<file path="config.mk">
export PLATFORM = sky130hd
export DESIGN_NAME = qa_sqrt_cell
export DESIGN_NICKNAME = d
export VERILOG_FILES = /design/src/design/assert_macros.svh /design/src/design/qa_pkg.sv /design/src/design/qa_sqrt_cell.sv
export SDC_FILE = /design/constraint.sdc
export NUM_CORES = 1
export LEC_CHECK = 0
export BUFFER_PORTS_ARGS = -buffer_cell sky130_fd_sc_hd__buf_2
export CAP_MARGIN = 0
export CORE_MARGIN = 3
export CORE_UTILIZATION = 58
export CTS_CLUSTER_SIZE = 30
export DETAILED_ROUTE_END_ITERATION = 8
export GPL_TIMING_DRIVEN = 0
export MAX_ROUTING_LAYER = met4
export PLACE_DENSITY_LB_ADDON = 0.05
export SYNTH_ARGS = -nofsm -noshare
export SYNTH_HDL_FRONTEND = slang
export SYNTH_SLANG_ARGS = --single-unit
</file>
<file path="constraint.sdc">
create_clock -name clk -period 0.9 [get_ports clk]
set_clock_uncertainty 0.1 [all_clocks]
set_input_delay 0 -clock clk [delete_from_list [all_inputs] [get_ports clk]]
set_output_delay 0 -clock clk [all_outputs]
set_load 0.01 [all_outputs]
</file>
<file path="src/design/assert_macros.svh">
// assertion macros used by the quadrilateral area design file
`ifndef ASSERT_MACROS_SVH
`define ASSERT_MACROS_SVH

// checked only out of reset
`define QA_ASSERT(name, prop, msg) \
	name: assert property (@(posedge clk) disable iff (!arst_n) prop) else $error(msg);

// checked at every edge, reset included
`define QA_ASSERT_ALWAYS(name, prop, msg) \
	name: assert property (@(posedge clk) prop) else $error(msg);

`endif

</file>
<file path="src/design/qa_pkg.sv">
// types, constants and tables of the quadrilateral area block
package qa_pkg;

	localparam int CORDIC_STEPS = 16;
	localparam int CS_W = 5;
	localparam int SQRT_STEPS = 26;
	localparam int SQ_W = 5;

	localparam logic [15:0] HALF_TURN = 16'd46080;
	localparam logic [15:0] QUARTER_TURN = 16'd23040;
	localparam logic [32:0] DEG_TO_RAD = 33'd4797524517;
	localparam logic signed [33:0] GAIN_INV = 34'sd652032874;
	localparam logic [33:0] ONE_Q30 = 34'd1073741824;
	localparam logic [51:0] SQRT_TOP_BIT = 52'd1 << 50;

	typedef struct packed {
		logic [15:0] a;
		logic [15:0] b;
		logic [15:0] c;
		logic [15:0] d;
	} qa_sides_t;

	typedef struct packed {
		logic signed [33:0] x;
		logic signed [33:0] y;
		logic signed [33:0] z;
		qa_sides_t sides;
	} qa_cordic_t;

	typedef struct packed {
		logic [51:0] n;
		logic [51:0] res;
		logic bad;
	} qa_sqrt_t;

	// atan(2^-i) in q2.30 radians, truncated
	function automatic logic [31:0] atan_q30(input logic [CS_W-1:0] i);
		logic [31:0] r;
		unique case (i)
			5'd0: r = 32'd843314856;
			5'd1: r = 32'd497837829;
			5'd2: r = 32'd263043836;
			5'd3: r = 32'd133525158;
			5'd4: r = 32'd67021686;
			5'd5: r = 32'd33543515;
			5'd6: r = 32'd16775850;
			5'd7: r = 32'd8388437;
			5'd8: r = 32'd4194282;
			5'd9: r = 32'd2097149;
			5'd10: r = 32'd1048575;
			5'd11: r = 32'd524287;
			5'd12: r = 32'd262143;
			5'd13: r = 32'd131071;
			5'd14: r = 32'd65535;
			5'd15: r = 32'd32767;
			5'd16: r = 32'd16383;
			5'd17: r = 32'd8191;
			5'd18: r = 32'd4095;
			5'd19: r = 32'd2047;
			5'd20: r = 32'd1023;
			5'd21: r = 32'd511;
			5'd22: r = 32'd255;
			5'd23: r = 32'd127;
			5'd24: r = 32'd63;
			5'd25: r = 32'd31;
			5'd26: r = 32'd15;
			5'd27: r = 32'd7;
			5'd28: r = 32'd3;
			5'd29: r = 32'd1;
			default: r = 32'd0;
		endcase
		return r;
	endfunction

endpackage

</file>
<file path="src/design/qa_sqrt_cell.sv">
// one digit of the restoring square root chain
module qa_sqrt_cell (
	input logic clk,
	input logic arst_n,
	input logic en,
	input logic [qa_pkg::SQ_W-1:0] step,
	input logic valid_i,
	input qa_pkg::qa_sqrt_t d_i,
	output logic valid_o,
	output qa_pkg::qa_sqrt_t d_o
);
	logic [51:0] bit_w;
	logic [52:0] trial;
	qa_pkg::qa_sqrt_t nxt;

	always_comb begin
		bit_w = qa_pkg::SQRT_TOP_BIT >> {step, 1'b0};
		trial = {1'b0, d_i.res} + {1'b0, bit_w};
		nxt = d_i;
		if ({1'b0, d_i.n} >= trial) begin
			nxt.n = d_i.n - trial[51:0];
			nxt.res = (d_i.res >> 1) + bit_w;
		end else begin
			nxt.res = d_i.res >> 1;
		end
	end

	always_ff @(posedge clk or negedge arst_n) begin
		if (!arst_n) begin
			valid_o <= 1'b0;
		end else if (en) begin
			valid_o <= valid_i;
		end
	end

	always_ff @(posedge clk) begin
		if (en) begin
			d_o <= nxt;
		end
	end
endmodule

</file>
==> reports/results.ini <==
[cells_and_area]
final_util=0.838
num-nets-final=1853
stdcell_count=1913
final_layout_size_suffix_gt1_frac=0.359
area_growth_pct=39.2
fillers=1162

[cts]
cts_tree=yes
root_buffer=clkbuf_16
htree_levels=3
clock_latency_ns=0.37
cts_sinks=106
cts.path.max_buffers=2
numCtsBuffers=9
clkSlewWorstSetupHoldPaths_ns=0.07

[power]
ir_drop_mv=1.05
power_mw=20.0
power_leakage_nw=6.55
power_density_nw_per_um2=1260

[global_routing]
grt_pass1_wl_um=61300
overflow=0
grt_max_degree=55
first_global_vias=11435
antenna_found_initial=2
grt_usage=0.367

[placement]
placed_cells=1758
gp_congestion=0.970
dp_hpwl_um=27400
portBuffers=214

[die]
die_width_um=146
num_rows=50
dieArea_um2=21500
fp.coreArea_um2=19000
io_pins=220
dieHeight_um=146
start_util=0.602

[hold_path]
hold_path.class=primary input to flip-flop

[timing]
hold_slack_ns=-0.141
fin_ws_ns=-4.79
min_period_ns=5.69
min_period_over_period=6.32
setup_viol=211
maxSlewHeadroom=0.313
hold_viol_final=41
drv_slew=0
fmax_mhz=176
tightestPinTransition_ns=1.03
rsz0062_at_grt=true

[critical_path]
crit_buf_inv=8
cpPeakStageDelay_ns=0.36
required_ns=0.92
cp.arrival_ns=5.71
crit_family=compound AO/OA/AOI/OAI gates
cpMaxStageDelayCell=ha_1
start_kind=primary input
cpMostUsedCell=o21ai_2
worstSetupEndpointType=flip-flop
cp_max_fo=10
criticalPathCategory=primary input to flip-flop

[synth]
syn-cell-area_um2=11400
synth_nets=1490
synth-simple-area-share=0.167
synth.top_cells.by_area=edfxtp_1 28%, ha_1 10%, xnor2_1 9.0%
synthCells=1283
synthMuxAreaShare=0.0800
ys_seq_area_frac=0.278
synth-edff-count=105
synth_ff_type=edfxtp_1
ys_warn_count=0
synth_top_family_by_area=compound AO/OA/AOI/OAI gates
synth-xor-area-share=0.120
ys_types=80
avgSynthCellArea_um2=8.92
ys_ff_latch=106
synth_compound_area_frac=0.210
yosysTopAreaCell=edfxtp_1
netlist.area_leader.share=0.275
yosys.area_share.adder=0.103
synthArstFlopShare=0.00943

[routing]
drt-initial-drc-count=1133
ant_nets=0
viasPerCell=6.35
post_drt_wl_per_cell_um=22.1
post-route-drc-count=0
vias=12151
firstDrtPassIters=6
wl_um=42200

[run_status]
violations=hold timing, setup timing
status=finished with violations

[flow_run]
cap_viol_max_count=0

[per-stage QoR]
step	setup slack, ns	area [um2]	hold WS (ns)	setup TNS, ns
floorplan	-4.50	11600	-0.396	-451.89
global placement	-5.72	13000	-0.325	-713.36
detailed placement	-5.73	13100	-0.323	-614.74
CTS	-4.50	15300	-0.144	-468.76
global route	-4.97	15900	-0.138	-518.09
finish	-4.79	15900	-0.141	-495.83
[synth_stat cells (all sizes together), types with 4 or more instances]
master	count
o31ai	14
o31a	4
o221ai	5
and3	8
o2111ai	4
nor2	97
o21ai	67
inv	48
nand2b	9
nor4	10
nand3b	5
a21o	30
nand4	20
nor3b	4
a31oi	36
nor3	17
a21boi	9
o21a	8
nand2	99
clkbuf	34
or3	4
edfxtp	105
and3b	4
buf	23
xnor2	117
a31o	8
a41oi	5
ha	92
mux2	60
nor2b	18
o211ai	10
xor2	40
and2	19
or2	7
a21oi	117
o21bai	15
nand3	60
[cells in the final DEF, fill, tap and decap left out, drive strengths merged, types with 15 or more instances in the layout]
| master | n |
|---|---|
| a21o | 30 |
| a21oi | 117 |
| a31oi | 36 |
| and2 | 19 |
| buf | 331 |
| clkbuf | 42 |
| dlygate4sd3 | 45 |
| edfxtp | 105 |
| ha | 92 |
| inv | 51 |
| mux2 | 60 |
| nand2 | 99 |
| nand3 | 60 |
| nand4 | 20 |
| nor2 | 97 |
| nor2b | 18 |
| nor3 | 17 |
| o21ai | 67 |
| o21bai | 15 |
| xnor2 | 117 |
| xor2 | 40 |
[report_power, final]
| group | internal [mW] | switching [mW] | total, mW |
|---|---|---|---|
| combinational | 4.29 | 4.77 | 9.06 |
| clock | 2.50 | 2.09 | 4.59 |
| sequential | 6.22 | 0.172 | 6.40 |
[what timing repair did]
item / in CTS / in global routing
endpoints found under the hold margin: 94 / 43
setup endpoints to repair: 264 / 233
resized for setup: 154 / 90
buffers inserted: 81 / 14
gates cloned: 7 / 4
pin swaps: 72 / 63
hold buffers: 43 / 2
[worst reg2reg max path, stage by stage, from the launching register on]
cell and delay [ns]:
dfrtp_1 0.41, buf_4 0.14, mux2_4 0.27
[final timing paths]
kind | startpoint | end | slack [ns] | cells after the start
setup / recovery | step[2] | d_o[33]$_DFFE_PP_ | -4.79 | 33
hold / removal | d_i[90] | d_o[90]$_DFFE_PP_ | -0.14 | 2
setup reg to reg | valid_o$_DFFE_PN0P_ | valid_o$_DFFE_PN0P_ | -0.13 | 2
hold reg to reg | valid_o$_DFFE_PN0P_ | valid_o$_DFFE_PN0P_ | 0.57 | 2
max in group asynchronous | arst_n | valid_o$_DFFE_PN0P_ | 0.20 | 3
min in group asynchronous | arst_n | valid_o$_DFFE_PN0P_ | 0.38 | 3
[kinds of logic after synthesis]
family / count (synthesis)
AO/OA/AOI/OAI: 369
flip-flops: 106
AND/OR/NAND/NOR: 389
XOR/XNOR: 157
multiplexers: 63
buffers and inverters: 105
adder cells (fa/ha/maj): 94
[state kept, by name, indices dropped and copies added, names as in the netlist]
register	flops
valid_o	1
d_o	105
[layer usage]
metal	routed length, um	track usage
met5	0	-
met4	1870	0.151
met3	3740	0.0500
met2	19400	0.565
met1	17200	0.490
[final cells by class]
class                   instances  area (um2)  share of cell area
multi-input cells            1072        8890               0.558
flip-flops and latches        106        3180               0.199
repair buffers                359        2560               0.161
plain buffers                  50         465              0.0292
well taps                     260         325              0.0204
clock buffers                   9         225              0.0141
inverters                      48         180              0.0113
clock inverters                 7         109             0.00683
diodes                          2        5.00            0.000314
Note: power is estimated with default switching activity, not from simulation.
