--- src/design/assert_macros.svh ---
// assertion macros used by the quadrilateral area design file
`ifndef ASSERT_MACROS_SVH
`define ASSERT_MACROS_SVH

// checked only out of reset
`define QA_ASSERT(name, prop, msg) \
	name: assert property (@(posedge clk) disable iff (!arst_n) prop) else $error(msg);

// checked at every edge, reset included
`define QA_ASSERT_ALWAYS(name, prop, msg) \
	name: assert property (@(posedge clk) prop) else $error(msg);

`endif

--- src/design/qa_pkg.sv ---
// types, constants and tables of the quadrilateral area block
package qa_pkg;

	localparam int CORDIC_STEPS = 16;
	localparam int CS_W = 5;
	localparam int SQRT_STEPS = 26;
	localparam int SQ_W = 5;

	localparam logic [15:0] HALF_TURN = 16'd46080;
	localparam logic [15:0] QUARTER_TURN = 16'd23040;
	localparam logic [32:0] DEG_TO_RAD = 33'd4797524517;
	localparam logic signed [33:0] GAIN_INV = 34'sd652032874;
	localparam logic [33:0] ONE_Q30 = 34'd1073741824;
	localparam logic [51:0] SQRT_TOP_BIT = 52'd1 << 50;

	typedef struct packed {
		logic [15:0] a;
		logic [15:0] b;
		logic [15:0] c;
		logic [15:0] d;
	} qa_sides_t;

	typedef struct packed {
		logic signed [33:0] x;
		logic signed [33:0] y;
		logic signed [33:0] z;
		qa_sides_t sides;
	} qa_cordic_t;

	typedef struct packed {
		logic [51:0] n;
		logic [51:0] res;
		logic bad;
	} qa_sqrt_t;

	// atan(2^-i) in q2.30 radians, truncated
	function automatic logic [31:0] atan_q30(input logic [CS_W-1:0] i);
		logic [31:0] r;
		unique case (i)
			5'd0: r = 32'd843314856;
			5'd1: r = 32'd497837829;
			5'd2: r = 32'd263043836;
			5'd3: r = 32'd133525158;
			5'd4: r = 32'd67021686;
			5'd5: r = 32'd33543515;
			5'd6: r = 32'd16775850;
			5'd7: r = 32'd8388437;
			5'd8: r = 32'd4194282;
			5'd9: r = 32'd2097149;
			5'd10: r = 32'd1048575;
			5'd11: r = 32'd524287;
			5'd12: r = 32'd262143;
			5'd13: r = 32'd131071;
			5'd14: r = 32'd65535;
			5'd15: r = 32'd32767;
			5'd16: r = 32'd16383;
			5'd17: r = 32'd8191;
			5'd18: r = 32'd4095;
			5'd19: r = 32'd2047;
			5'd20: r = 32'd1023;
			5'd21: r = 32'd511;
			5'd22: r = 32'd255;
			5'd23: r = 32'd127;
			5'd24: r = 32'd63;
			5'd25: r = 32'd31;
			5'd26: r = 32'd15;
			5'd27: r = 32'd7;
			5'd28: r = 32'd3;
			5'd29: r = 32'd1;
			default: r = 32'd0;
		endcase
		return r;
	endfunction

endpackage

--- src/design/qa_cordic_cell.sv ---
// one rotation step of the cosine cordic chain
module qa_cordic_cell (
	input logic clk,
	input logic arst_n,
	input logic en,
	input logic [qa_pkg::CS_W-1:0] step,
	input logic valid_i,
	input qa_pkg::qa_cordic_t d_i,
	output logic valid_o,
	output qa_pkg::qa_cordic_t d_o
);
	logic signed [33:0] xs;
	logic signed [33:0] ys;
	logic signed [33:0] at;
	qa_pkg::qa_cordic_t nxt;

	always_comb begin
		xs = d_i.x >>> step;
		ys = d_i.y >>> step;
		at = signed'({2'b00, qa_pkg::atan_q30(step)});
		nxt = d_i;
		if (d_i.z >= 0) begin
			nxt.x = d_i.x - ys;
			nxt.y = d_i.y + xs;
			nxt.z = d_i.z - at;
		end else begin
			nxt.x = d_i.x + ys;
			nxt.y = d_i.y - xs;
			nxt.z = d_i.z + at;
		end
	end

	always_ff @(posedge clk or negedge arst_n) begin
		if (!arst_n) begin
			valid_o <= 1'b0;
		end else if (en) begin
			valid_o <= valid_i;
		end
	end

	always_ff @(posedge clk) begin
		if (en) begin
			d_o <= nxt;
		end
	end
endmodule

--- config.mk ---
export PLATFORM = sky130hd
export DESIGN_NAME = qa_cordic_cell
export DESIGN_NICKNAME = d
export VERILOG_FILES = /design/src/design/assert_macros.svh /design/src/design/qa_pkg.sv /design/src/design/qa_cordic_cell.sv
export SDC_FILE = /design/constraint.sdc
export NUM_CORES = 1
export LEC_CHECK = 0
export ABC_CLOCK_PERIOD_IN_PS = 2200
export BUFFER_PORTS_ARGS = -buffer_cell sky130_fd_sc_hd__buf_2
export CAP_MARGIN = 0
export CORE_UTILIZATION = 40
export CTS_BUF_LIST = sky130_fd_sc_hd__clkbuf_8 sky130_fd_sc_hd__clkbuf_16
export DETAILED_ROUTE_END_ITERATION = 6
export PLACE_DENSITY = 0.61
export SLEW_MARGIN = 20
export SYNTH_ARGS = -nofsm -noshare
export SYNTH_HDL_FRONTEND = slang
export SYNTH_SLANG_ARGS = --single-unit
--- constraint.sdc ---
create_clock -name clk -period 2.2 [get_ports clk]
set_clock_uncertainty 0.1 [all_clocks]
set_input_delay 0.22 -clock clk [delete_from_list [all_inputs] [get_ports clk]]
set_output_delay 0.22 -clock clk [all_outputs]
set_load 0.03 [all_outputs]
==> results_dict.tcl, run 1 <==
set metrics [dict create \
    fin_crit_ns 5.179 \
    yosysMostFrequentCell "nand2_1" \
    path_cells "buf_16 -> buf_12 -> buf_6 -> mux4_2 -> a222oi_1 -> buf_4 -> o211ai_1 -> nor3_2 -> nand2_2 -> or4_4 -> nand2b_4 -> or3_4 -> nand2_4 -> xor2_4 -> ha_4 -> and3_4 -> a221o_1 -> a31o_4 -> nand2_4 -> a31oi_4 -> a211oi_2 -> a21oi_2 -> xnor2_1" \
    antenna_found_initial 2 \
    clk_pin_slew_ns 0.06 \
    status "complete, but fails checks" \
    cts.sinks 167 \
    reg2reg_depth 1 \
    cp.arrival_ns 5.33 \
    numCtsBuffers 17 \
    synth_seq_cells 167 \
    synthArstFlopShare 0.005988 \
    cpMaxStageDelayCell "or4_4" \
    drt_iter0_markers 1894 \
    drive_above_1_share 0.5562 \
    worstHoldPathType "in2reg" \
    vias_per_cell 5.783 \
    vias 20102 \
    r2r_end "valid_o$_DFFE_PN0P_" \
    post-place-ws_ns -3.762 \
    cellLeakagePower_uw 0.01311 \
    met1_usage 0.4666 \
    worstPathRequired_ns 2.35 \
    vdd_drop_max_uv 571.8 \
    synthTopCellsByArea "edfxtp_1, mux4_2, ha_1" \
    grt_util_met2 0.5580 \
    cp_common_cell "nand2_4" \
    cp.depth 23 \
    r2r_start "valid_o$_DFFE_PN0P_" \
    postSynthAreaPerCell_sq_um 9.765 \
    setup_viol 100 \
    final_antenna_net_count 0 \
    overflow 0 \
    cts_root_buf "clkbuf_16" \
    cap_viol_max_count 0 \
    synthTopCellsByCount "nand2_1, edfxtp_1, a21oi_1" \
    critPathMaxStageDelay_ns 0.61 \
    start_kind "input pin" \
    met3_usage 0.07063 \
    syn-cell-area_sq_um 17250 \
    grt_pass1_wl_um 115400 \
    grt.total_usage 0.3479 \
    synth_edf_count 166 \
    yosys.area.top_type "edfxtp_1" \
    hpwl_um 60410 \
    yosys.cell_types.count 93 \
    pin_count 342 \
    cts_tree "yes" \
    cp_max_fo 6 \
    coreArea_sq_um 42230 \
    synth_warnings 0 \
    cellPowerDensity_nw_per_um2 667.1 \
    cp-end-kind "register" \
    r2r_setup_slack_ns 1.33 \
    report.final.slew_viol_count 0 \
    num_rows 75 \
    synth_nets 2055 \
    grt_max_degree 48 \
    grt_pass1_vias 19787 \
    numPortBuffers 341 \
    finalHoldViolCount 0 \
    fillers 3206 \
    detail_route.wl_per_cell_um 22.79 \
    cp.buffers_inverters 4 \
    seq_area_frac_synth 0.2904 \
    gp_congestion 1.017 \
    rsz0062_at_grt "yes" \
    synth_flop_cell "edfxtp_1" \
    wl_um 79220 \
    cp-startpoint "step[0]" \
    die_y_um 209.7 \
    dieArea_sq_um 43970 \
    synth_top_area_share 0.2889 \
    relSlewSlack 0.6013 \
    grt_busiest_layer "met2" \
    clk-insertion-delay-late_ns 0.49 \
    cpLargestDelayFamily "simple AND/OR/NAND/NOR gates" \
    fin_ws_ns -2.979 \
    worst_hold_slack_ns 0.05556 \
    fin_nets 3211 \
    dr.pass1.iters 6 \
    worstSetupPathType "in2reg" \
    max_freq_mhz 193.1 \
    endpoint "d_o[131]$_DFFE_PP_" \
    die_x_um 209.7 \
    clock_path_buffers 2 \
    cts.htree.levels 4 \
    drc 0 \
    synthCells 1767 \
    fin_crit_sh 2.354 \
    area_growth_pct 69.45 \
    start_util 0.4086 \
    max_slew.worst_pin.slew_ns 0.5929 \
    violations "negative setup slack" \
]
==> cells by family (layout without fill, tap and decap cells) <==
| group | count (synthesis) | in the layout | synth area share |
|---|---|---|---|
| muxes | 167 | 167 | 0.1672 |
| AOI/OAI and AO/OA | 502 | 502 | 0.1933 |
| other | 0 | 1 | 0 |
| and+or+nand+nor | 494 | 494 | 0.1384 |
| buffers and inverters | 150 | 1319 | 0.03930 |
| xor gates and xnor gates | 174 | 174 | 0.08832 |
| DFF | 167 | 167 | 0.2904 |
| adders and majority gates | 113 | 113 | 0.08325 |
==> final cells by class <==
cell class	count	area, sq um	area share
diodes	1	2.502	0.00008559
clock buffers	17	425.4	0.01455
clock inverters	15	166.4	0.005692
inverters	53	201.4	0.006890
multi-input cells	1450	13480	0.4612
flip-flops and latches	167	5010	0.1714
well taps	539	674.4	0.02307
repair buffers	1234	9274	0.3172
==> worst min-delay path by stage <==
stage	from	cells after the start	to
3_5_place_dp	arst_n	1	valid_o$_DFFE_PN0P_
6_report	d_i[65]	2	d_o[65]$_DFFE_PP_
5_1_grt	d_i[65]	2	d_o[65]$_DFFE_PP_
4_1_cts	d_i[65]	2	d_o[65]$_DFFE_PP_
2_1_floorplan	arst_n	0	valid_o$_DFFE_PN0P_
3_3_place_gp	arst_n	1	valid_o$_DFFE_PN0P_
==> layer usage <==
layer | wire, um | up-vias | part of all wire
li1 | - | 9110 | -
met1 | 33330 | 9845 | 0.42
met2 | 36640 | 979 | 0.46
met3 | 6623 | 168 | 0.084
met4 | 2620 | 0 | 0.033
met5 | 0 | - | 0
==> sequential cells by signal (all words and copies together), names as in the netlist <==
register  flops
valid_o       1
d_o         166
==> repair_timing <==
item | in CTS | in global routing
setup buffers | 62 | 53
gates resized for setup | 274 | 230
hold buffers | 67 | 0
hold endpoints to repair | 66 | 0
endpoints found under the setup margin | 102 | 101
cloned | 3 | 1
pin swaps | 139 | 138
==> metrics by stage <==
| step | TNS (ns) | power (uW) | area [sq um] | cells | utilization |
|---|---|---|---|---|---|
| 2_1_floorplan | -212.85 | 9937 | 17530 | 1767 | - |
| 3_3_place_gp | -270.07 | 14160 | 24910 | 3274 | 0.5900 |
| 3_5_place_dp | -276.31 | 14300 | 24910 | 3274 | 0.5900 |
| 4_1_cts | -180.57 | 18400 | 27860 | 3434 | 0.6596 |
| 5_1_grt | -202.71 | 20370 | 29240 | 3476 | 0.6924 |
| 6_report | -192.68 | 19500 | 29240 | 3476 | 0.6924 |
==> power breakdown <==
group | total, uW | internal [uW] | switching (uW)
sequential | 4540 | 4370 | 169
combinational | 11800 | 5540 | 6290
clock | 3120 | 1690 | 1430
total | 19500 | 11600 | 7900
==> cells in the final DEF (no fill, tap or decap), drive strengths merged, types with 6 or more instances in the layout <==
cell type / instances
buf: 1166
nand2: 183
edfxtp: 166
a21oi: 121
xnor2: 117
ha: 110
o21ai: 109
nor2: 101
mux4: 94
dlygate4sd3: 67
inv: 60
xor2: 57
mux2i: 50
a21o: 49
nand3: 39
nand2b: 27
nor3: 24
mux2: 23
o31ai: 22
nor2b: 21
and3: 21
o211ai: 20
o22ai: 19
a31oi: 19
clkbuf: 18
a211oi: 18
o21a: 15
o21bai: 14
and2: 13
or2: 13
nand4: 11
o221ai: 10
a22oi: 8
or3: 8
a221oi: 7
a21boi: 7
or4: 7
nor4: 7
a22o: 6
a32oi: 6
(Power assumes the default switching activity.)
==> run 2, diff against run 1 <==
--- a/config.mk
+++ b/config.mk
@@ -8,10 +8,10 @@
 export ABC_CLOCK_PERIOD_IN_PS = 2200
 export BUFFER_PORTS_ARGS = -buffer_cell sky130_fd_sc_hd__buf_2
 export CAP_MARGIN = 0
-export CORE_UTILIZATION = 40
+export CORE_UTILIZATION = 30
 export CTS_BUF_LIST = sky130_fd_sc_hd__clkbuf_8 sky130_fd_sc_hd__clkbuf_16
 export DETAILED_ROUTE_END_ITERATION = 6
-export PLACE_DENSITY = 0.61
+export PLACE_DENSITY = 0.49
 export SLEW_MARGIN = 20
 export SYNTH_ARGS = -nofsm -noshare
 export SYNTH_HDL_FRONTEND = slang
==> run 2 against run 1 <==
Net effect:
- highest routed layer is now met5
- register-to-register slack gained 0.03 ns
- the run still ends with negative setup slack left
- setup slack better by 0.041 ns
- sequential share of layout area down 0.86 points
- design area increased by 5.3%
==> results_dict.tcl, run 2 (synthesized netlist as in run 1, its figures left out) <==
set metrics [dict create \
    dieArea_sq_um 58480 \
    worstSetupPathType "in2reg" \
    final_antenna_net_count 0 \
    worstPathRequired_ns 2.35 \
    grt.total_usage 0.2688 \
    num_rows 87 \
    vias_per_cell 5.289 \
    cap_viol_max_count 0 \
    violations "negative setup slack" \
    top_register "d_o" \
    post-place-ws_ns -3.795 \
    setup_viol 101 \
    r2r_end "valid_o$_DFFE_PN0P_" \
    fin_nets 3299 \
    die_x_um 241.8 \
    numPortBuffers 341 \
    drc 0 \
    grt_pass1_wl_um 120400 \
    start_kind "input pin" \
    grt_max_degree 48 \
    grt_pass1_vias 20345 \
    drt_iter0_markers 1214 \
    cellLeakagePower_uw 0.01367 \
    max_slew.worst_pin.slew_ns 0.6147 \
    max_freq_mhz 194.6 \
    p_sw_uw 8195 \
    cts.sinks 167 \
    vdd_drop_max_uv 655.7 \
    clk-insertion-delay-late_ns 0.49 \
    reg.largest.list "d_o: 166 flops, valid_o: 1 flops" \
    fin_ws_ns -2.938 \
    cts_tree "yes" \
    dr.pass1.iters 7 \
    rsz0062_at_grt "yes" \
    layout_common_cells "buf_4, buf_2, edfxtp_1" \
    endpoint "d_o[128]$_DFFE_PP_" \
    r2r_start "valid_o$_DFFE_PN0P_" \
    coreArea_sq_um 56600 \
    fin_crit_sh 2.336 \
    overflow 0 \
    pin_count 342 \
    reg2reg_depth 1 \
    cp-startpoint "step[0]" \
    die_y_um 241.8 \
    gp_congestion 0.9323 \
    status "complete, but fails checks" \
    worstHoldPathType "in2reg" \
    cp.arrival_ns 5.28 \
    largest_reg_flops 166 \
    cts.htree.levels 4 \
    min_from "en" \
    numCtsBuffers 17 \
    cellPowerDensity_nw_per_um2 652.0 \
    vias 19996 \
    r2r_setup_slack_ns 1.36 \
    area_growth_pct 78.43 \
    report.final.slew_viol_count 0 \
    clock_path_buffers 2 \
    final_util 0.5439 \
    fin_crit_ns 5.138 \
    finalHoldViolCount 0 \
    start_util 0.3048 \
    cp_max_fo 5 \
    comb_power_share 0.615 \
    switching_share 0.4083 \
    p_clk_frac 0.160 \
    cp-end-kind "register" \
    detail_route.wl_per_cell_um 21.58 \
    antenna_found_initial 1 \
    wl_um 81590 \
    final_common_cell "buf_4" \
    drive_above_1_share 0.5873 \
    seqPwrFrac 0.225 \
    clk_pin_slew_ns 0.08 \
    relSlewSlack 0.5898 \
    power.internal_uw 11880 \
    cts_root_buf "clkbuf_16" \
    hpwl_um 62790 \
]
run 2: changes by cell type in the layout (fill, tap and decap cells not counted), sizes merged:
cell and change:
bufinv -2, clkinv +5, inv -3, buf +88
run 2: what timing repair did:
action                                 CTS  global route
cloned                                   5             1
pin swaps                              166           176
buffers inserted                       112            74
endpoints found under the hold margin   66             0
gates resized for setup                349           243
setup endpoints to repair              101           101
hold buffers                            67             0
run 2: worst min-delay path by stage:
| stage | slack, ns | depth (start not counted) | to |
|---|---|---|---|
| 2_1_floorplan | -0.18 | 0 | valid_o$_DFFE_PN0P_ |
| 3_3_place_gp | -0.10 | 1 | valid_o$_DFFE_PN0P_ |
| 3_5_place_dp | -0.1 | 1 | valid_o$_DFFE_PN0P_ |
| 4_1_cts | 0.01 | 1 | d_o[165]$_DFFE_PP_ |
| 5_1_grt | 0.03 | 1 | d_o[165]$_DFFE_PP_ |
| 6_report | 0.05 | 1 | d_o[152]$_DFFE_PP_ |
run 2: power groups by stage:
stage,Sequential (uW),Clock (uW),Combinational (uW)
2_1_floorplan,5890,0,4050
3_3_place_gp,4580,0,9720
3_5_place_dp,4590,0,9760
4_1_cts,4530,3320,11100
5_1_grt,4590,3420,13100
6_report,4520,3210,12300
run 2: area by class of cell:
type	instances	area (sq um)
sequential	167	5010
fill	5042	25820
timing repair buffer	1322	10120
tap	756	945.9
clock buffer	17	425.4
multi-input combinational	1450	13860
antenna	1	2.502
inverter	53	225.2
clock inverter	15	200.2
run 2: stage by stage:
step	instances	instance area, sq um	hold slack, ns	total power [uW]	TNS, ns
2_1_floorplan	1767	17530	-0.1756	9937	-212.85
3_3_place_gp	3533	25560	-0.1044	14290	-273.23
3_5_place_dp	3533	25560	-0.09573	14360	-274.97
4_1_cts	3731	29210	0.01369	19000	-177.50
5_1_grt	3780	30780	0.03271	21080	-208.15
6_report	3781	30790	0.04576	20070	-194.77
run 2: layer usage:
layer,vias to the layer above,part of all wire,GRT usage
li1,9280,-,-
met1,9901,0.43,0.3443
met2,687,0.49,0.4619
met3,126,0.049,0.04406
met4,2,0.028,0.08098
met5,-,0.00016,0
run 2: worst max-delay path, cell delays in order:
cell and delay, ns:
buf_16 0.11, buf_12 0.12, buf_12 0.10, buf_8 0.09, mux4_2 0.50, a222oi_1 0.36
buf_4 0.20, o211ai_1 0.13, nor3_2 0.24, nand2_2 0.12, or4_4 0.54, nand2b_4 0.20
or3_4 0.36, or3b_1 0.38, o211ai_1 0.17, ha_1 0.32, a21o_1 0.16, a21o_1 0.19
a21oi_2 0.21, o21ai_4 0.09, a41oi_2 0.21, nor2b_4 0.18, xnor2_1 0.06
==> run 3, diff against run 2 <==
--- a/config.mk
+++ b/config.mk
@@ -8,10 +8,10 @@
 export ABC_CLOCK_PERIOD_IN_PS = 2200
 export BUFFER_PORTS_ARGS = -buffer_cell sky130_fd_sc_hd__buf_2
 export CAP_MARGIN = 0
-export CORE_UTILIZATION = 30
+export CORE_UTILIZATION = 50
 export CTS_BUF_LIST = sky130_fd_sc_hd__clkbuf_8 sky130_fd_sc_hd__clkbuf_16
 export DETAILED_ROUTE_END_ITERATION = 6
-export PLACE_DENSITY = 0.49
+export PLACE_DENSITY = 0.73
 export SLEW_MARGIN = 20
 export SYNTH_ARGS = -nofsm -noshare
 export SYNTH_HDL_FRONTEND = slang
==> run 3 against run 2 <==
Net effect:
- the flow now stops in global routing (5_1_grt)
- area after synthesis unchanged
- synthesized cell count unchanged
==> results_dict.tcl, run 3 <==
set metrics [dict create \
    status "stopped before the end" \
    stop_stage "global routing (5_1_grt)" \
    firstError "[ERROR GRT-0232] Routing congestion too high. Check the congestion heatmap in the GUI." \
    yosys.cell_types.count 93 \
    numCtsBuffers 17 \
    postSynthAreaPerCell_sq_um 9.765 \
    die_x_um 187.8 \
    gp_congestion 1.073 \
    clock_path_buffers 2 \
    synth_seq_cells 167 \
    synth_fa_ha_area_frac 0.08325 \
    synth_flop_cell "edfxtp_1" \
    syn-cell-area_sq_um 17250 \
    pin_count 342 \
    synth_edf_count 166 \
    start_util 0.5107 \
    cts.sinks 167 \
    die_y_um 187.8 \
    synth_nets 2055 \
    yosysMostFrequentCell "nand2_1" \
    synthTopCellsByCount "nand2_1, edfxtp_1, a21oi_1" \
    grt.total_usage 0.8102 \
    synthTopCellsByArea "edfxtp_1, mux4_2, ha_1" \
    num_rows 67 \
    synth_top_area_share 0.2889 \
    numPortBuffers 341 \
    overflow 112 \
    hpwl_um 62110 \
    synthArstFlopShare 0.005988 \
    synth_top_family_by_area "compound AO/OA/AOI/OAI gates" \
    antenna_found_initial 29 \
    synthCells 1767 \
    synth_warnings 0 \
    yosys.area.top_type "edfxtp_1" \
    grt-worst-endpoint "d_o[164]$_DFFE_PP_/D" \
    cts_root_buf "clkbuf_16" \
    synthXorXnorAreaFrac 0.08832 \
    worst_endpoint_kind "register input" \
    synth-compound-area-share 0.1933 \
    cts.htree.levels 4 \
    synthMuxAreaShare 0.1672 \
    post_synth_and_or_nand_nor_area_fraction 0.1384 \
    seq_area_frac_synth 0.2904 \
    grt_max_degree 83 \
]
[run 3: cell counts after synthesis]
Identical to the previous run, type by type.
[run 3: cell families after synthesis]
family | Yosys count
AO/OA/AOI/OAI | 502
XOR/XNOR | 174
adder cells (fa/ha/maj) | 113
buffers and inverters | 150
flip-flops | 167
multiplexers | 167
AND/OR/NAND/NOR | 494
[run 3: through the flow]
stage | TNS (ns) | std cells | util | setup slack [ns] | area (sq um)
detailed placement | -278.55 | 3159 | 0.7313 | -3.849 | 24710
floorplan | -212.85 | 1767 | - | -3.076 | 17530
global placement | -262.06 | 3159 | 0.7313 | -3.740 | 24710
CTS | -206.91 | 3347 | 0.8215 | -3.217 | 27750
[run 3: routing by layer]
metal | GRT usage | overflow
met5 | 0.5495 | 0
met4 | 0.7570 | 41
met3 | 0.6989 | 9
met2 | 0.9440 | 51
met1 | 0.8121 | 11
[run 3: repair_timing]
action	in CTS
endpoints found under the hold margin	80
hold buffers	68
cloned	2
setup endpoints to repair	101
buffers inserted	94
gates resized for setup	248
pin swaps	110
==> run 4, diff against run 3 <==
--- a/config.mk
+++ b/config.mk
@@ -8,10 +8,9 @@
 export ABC_CLOCK_PERIOD_IN_PS = 2200
 export BUFFER_PORTS_ARGS = -buffer_cell sky130_fd_sc_hd__buf_2
 export CAP_MARGIN = 0
-export CORE_UTILIZATION = 50
-export CTS_BUF_LIST = sky130_fd_sc_hd__clkbuf_8 sky130_fd_sc_hd__clkbuf_16
+export CORE_UTILIZATION = 35
 export DETAILED_ROUTE_END_ITERATION = 6
-export PLACE_DENSITY = 0.73
+export PLACE_DENSITY_LB_ADDON = 0.15
 export SLEW_MARGIN = 20
 export SYNTH_ARGS = -nofsm -noshare
 export SYNTH_HDL_FRONTEND = slang
==> run 4 against run 3 <==
Net effect:
- the flow now finishes, with violations (negative setup slack)
==> results_dict.tcl, run 4 (synthesized netlist as in run 1, its figures left out) <==
set metrics [dict create \
    status "complete, but fails checks" \
    violations "negative setup slack" \
    p_total_uw 19720 \
    coreArea_sq_um 48150 \
    area_growth_pct 76.87 \
    hpwl_um 62370 \
    reg.largest.list "d_o: 166 flops, valid_o: 1 flops" \
    cap_viol_max_count 0 \
    fin_nets 3317 \
    worstPathRequired_ns 2.44 \
    cellLeakagePower_uw 0.01370 \
    relSlewSlack 0.5850 \
    start_util 0.3584 \
    pin_count 342 \
    rsz0062_at_grt "yes" \
    placed_cells 3466 \
    antenna_found_initial 5 \
    overflow 0 \
    cp.arrival_ns 5.35 \
    num_rows 80 \
    die_y_um 224.0 \
    report.final.slew_viol_count 0 \
    final_cells 3701 \
    detail_route.wl_per_cell_um 22.12 \
    clk-insertion-delay-late_ns 0.49 \
    wl_um 81860 \
    dieArea_sq_um 50190 \
    start_kind "input pin" \
    cts.sinks 167 \
    layout_common_cells "buf_4, buf_2, edfxtp_1" \
    finalHoldViolCount 0 \
    vdd_drop_max_uv 444.9 \
    fin_ws_ns -2.906 \
    vias_per_cell 5.421 \
    grt_max_degree 65 \
    met3_length_um 5271 \
    vias 20062 \
    drc 0 \
    fin_crit_sh 2.321 \
    wl_met1_um 34410 \
    final_util 0.6338 \
    worstHoldPathType "in2reg" \
    setup_viol 101 \
    gp_congestion 0.9515 \
    top_layer "met5" \
    drive_above_1_share 0.5766 \
    die_x_um 224.0 \
    numPortBuffers 341 \
    dr.pass1.iters 7 \
    cellPowerDensity_nw_per_um2 646.4 \
    drt_iter0_markers 1548 \
    grt_pass1_wl_um 117600 \
    wl_met2_um 39410 \
    largest_reg_flops 166 \
    grt.total_usage 0.3119 \
    clock_path_buffers 2 \
    max_freq_mhz 195.8 \
    top_register "d_o" \
    max_slew.worst_pin.slew_ns 0.6212 \
    final_common_cell "buf_4" \
    fin_crit_ns 5.106 \
    cpMaxStageDelayCell "mux4_2" \
    final_antenna_net_count 0 \
    cts.htree.levels 4 \
    critPathMaxStageDelay_ns 0.51 \
    path_cells "buf_16 -> buf_12 -> mux4_2 -> mux2_4 -> a222oi_1 -> and4_2 -> nand4_1 -> or4_4 -> buf_6 -> o21ai_4 -> xnor2_2 -> ha_4 -> buf_6 -> buf_6 -> a21o_1 -> a21o_1 -> a21o_1 -> a31oi_1 -> o21a_1 -> a21oi_2 -> or2_4 -> a2111o_1 -> o211ai_1" \
    cts_tree "yes" \
    numCtsBuffers 17 \
    fin_tns_setup_ns -187.44 \
    cts_root_buf "clkbuf_16" \
    grt_pass1_vias 19813 \
    cp_max_fo 7 \
    cp-end-kind "register" \
    post-place-ws_ns -3.815 \
    clk_pin_slew_ns 0.08 \
    worstSetupPathType "in2reg" \
]
run 4: path summary, 6_finish.rpt:
kind | slack (ns) | startpoint | cells past startpoint | endpoint
max in group asynchronous | 1.43 | arst_n | 3 | valid_o$_DFFE_PN0P_
min in group asynchronous | 0.47 | arst_n | 3 | valid_o$_DFFE_PN0P_
min | 0.08 | d_i[98] | 3 | d_o[98]$_DFFE_PP_
max | -2.91 | step[0] | 23 | d_o[155]$_DFFE_PP_
min reg2reg | 0.46 | valid_o$_DFFE_PN0P_ | 1 | valid_o$_DFFE_PN0P_
max reg2reg | 1.32 | valid_o$_DFFE_PN0P_ | 1 | valid_o$_DFFE_PN0P_
run 4: area by class of cell:
class                           count  area, sq um
Antenna cell                        3        7.507
Inverter                           53        222.7
Clock buffer                       17        425.4
Sequential cell                   167         5010
Fill cell                        3994        17630
Tap cell                          656        820.8
Timing Repair Buffer             1340        10300
Multi-Input combinational cell   1450        13530
Clock inverter                     15        201.4
run 4: per-layer routing:
metal  track usage  up-vias
met5             0        -
met4        0.1089        6
met3       0.05797      148
met2        0.5202      767
met1        0.4030     9817
li1              -     9324
run 4: repair_timing:
item / CTS / global route
cloned: 3 / 3
setup endpoints to repair: 101 / 101
pin swaps: 124 / 220
gates resized for setup: 189 / 346
hold endpoints to repair: 78 / 0
hold buffers: 68 / 0
buffers inserted: 52 / 97
run 4: where the power goes:
group          switching [uW]  total (uW)  internal, uW
clock                    1610        3260          1650
combinational            6230       11900          5710
sequential                165        4530          4370
run 4: worst max-delay path, delay by kind of cell:
kind            cells  cell delay [ns]
compound gates     10             2.01
xor+xnor            1             0.17
fa+ha+maj           1             0.26
buf+inv             5             0.58
mux                 2             0.81
simple gates        4             1.27
run 4: stage by stage:
step                area, sq um  hold slack, ns
global route              30510         0.07260
CTS                       28320         0.05362
floorplan                 17530         -0.1756
global placement          25710         -0.1040
finish                    30520         0.08173
detailed placement        25710        -0.09889
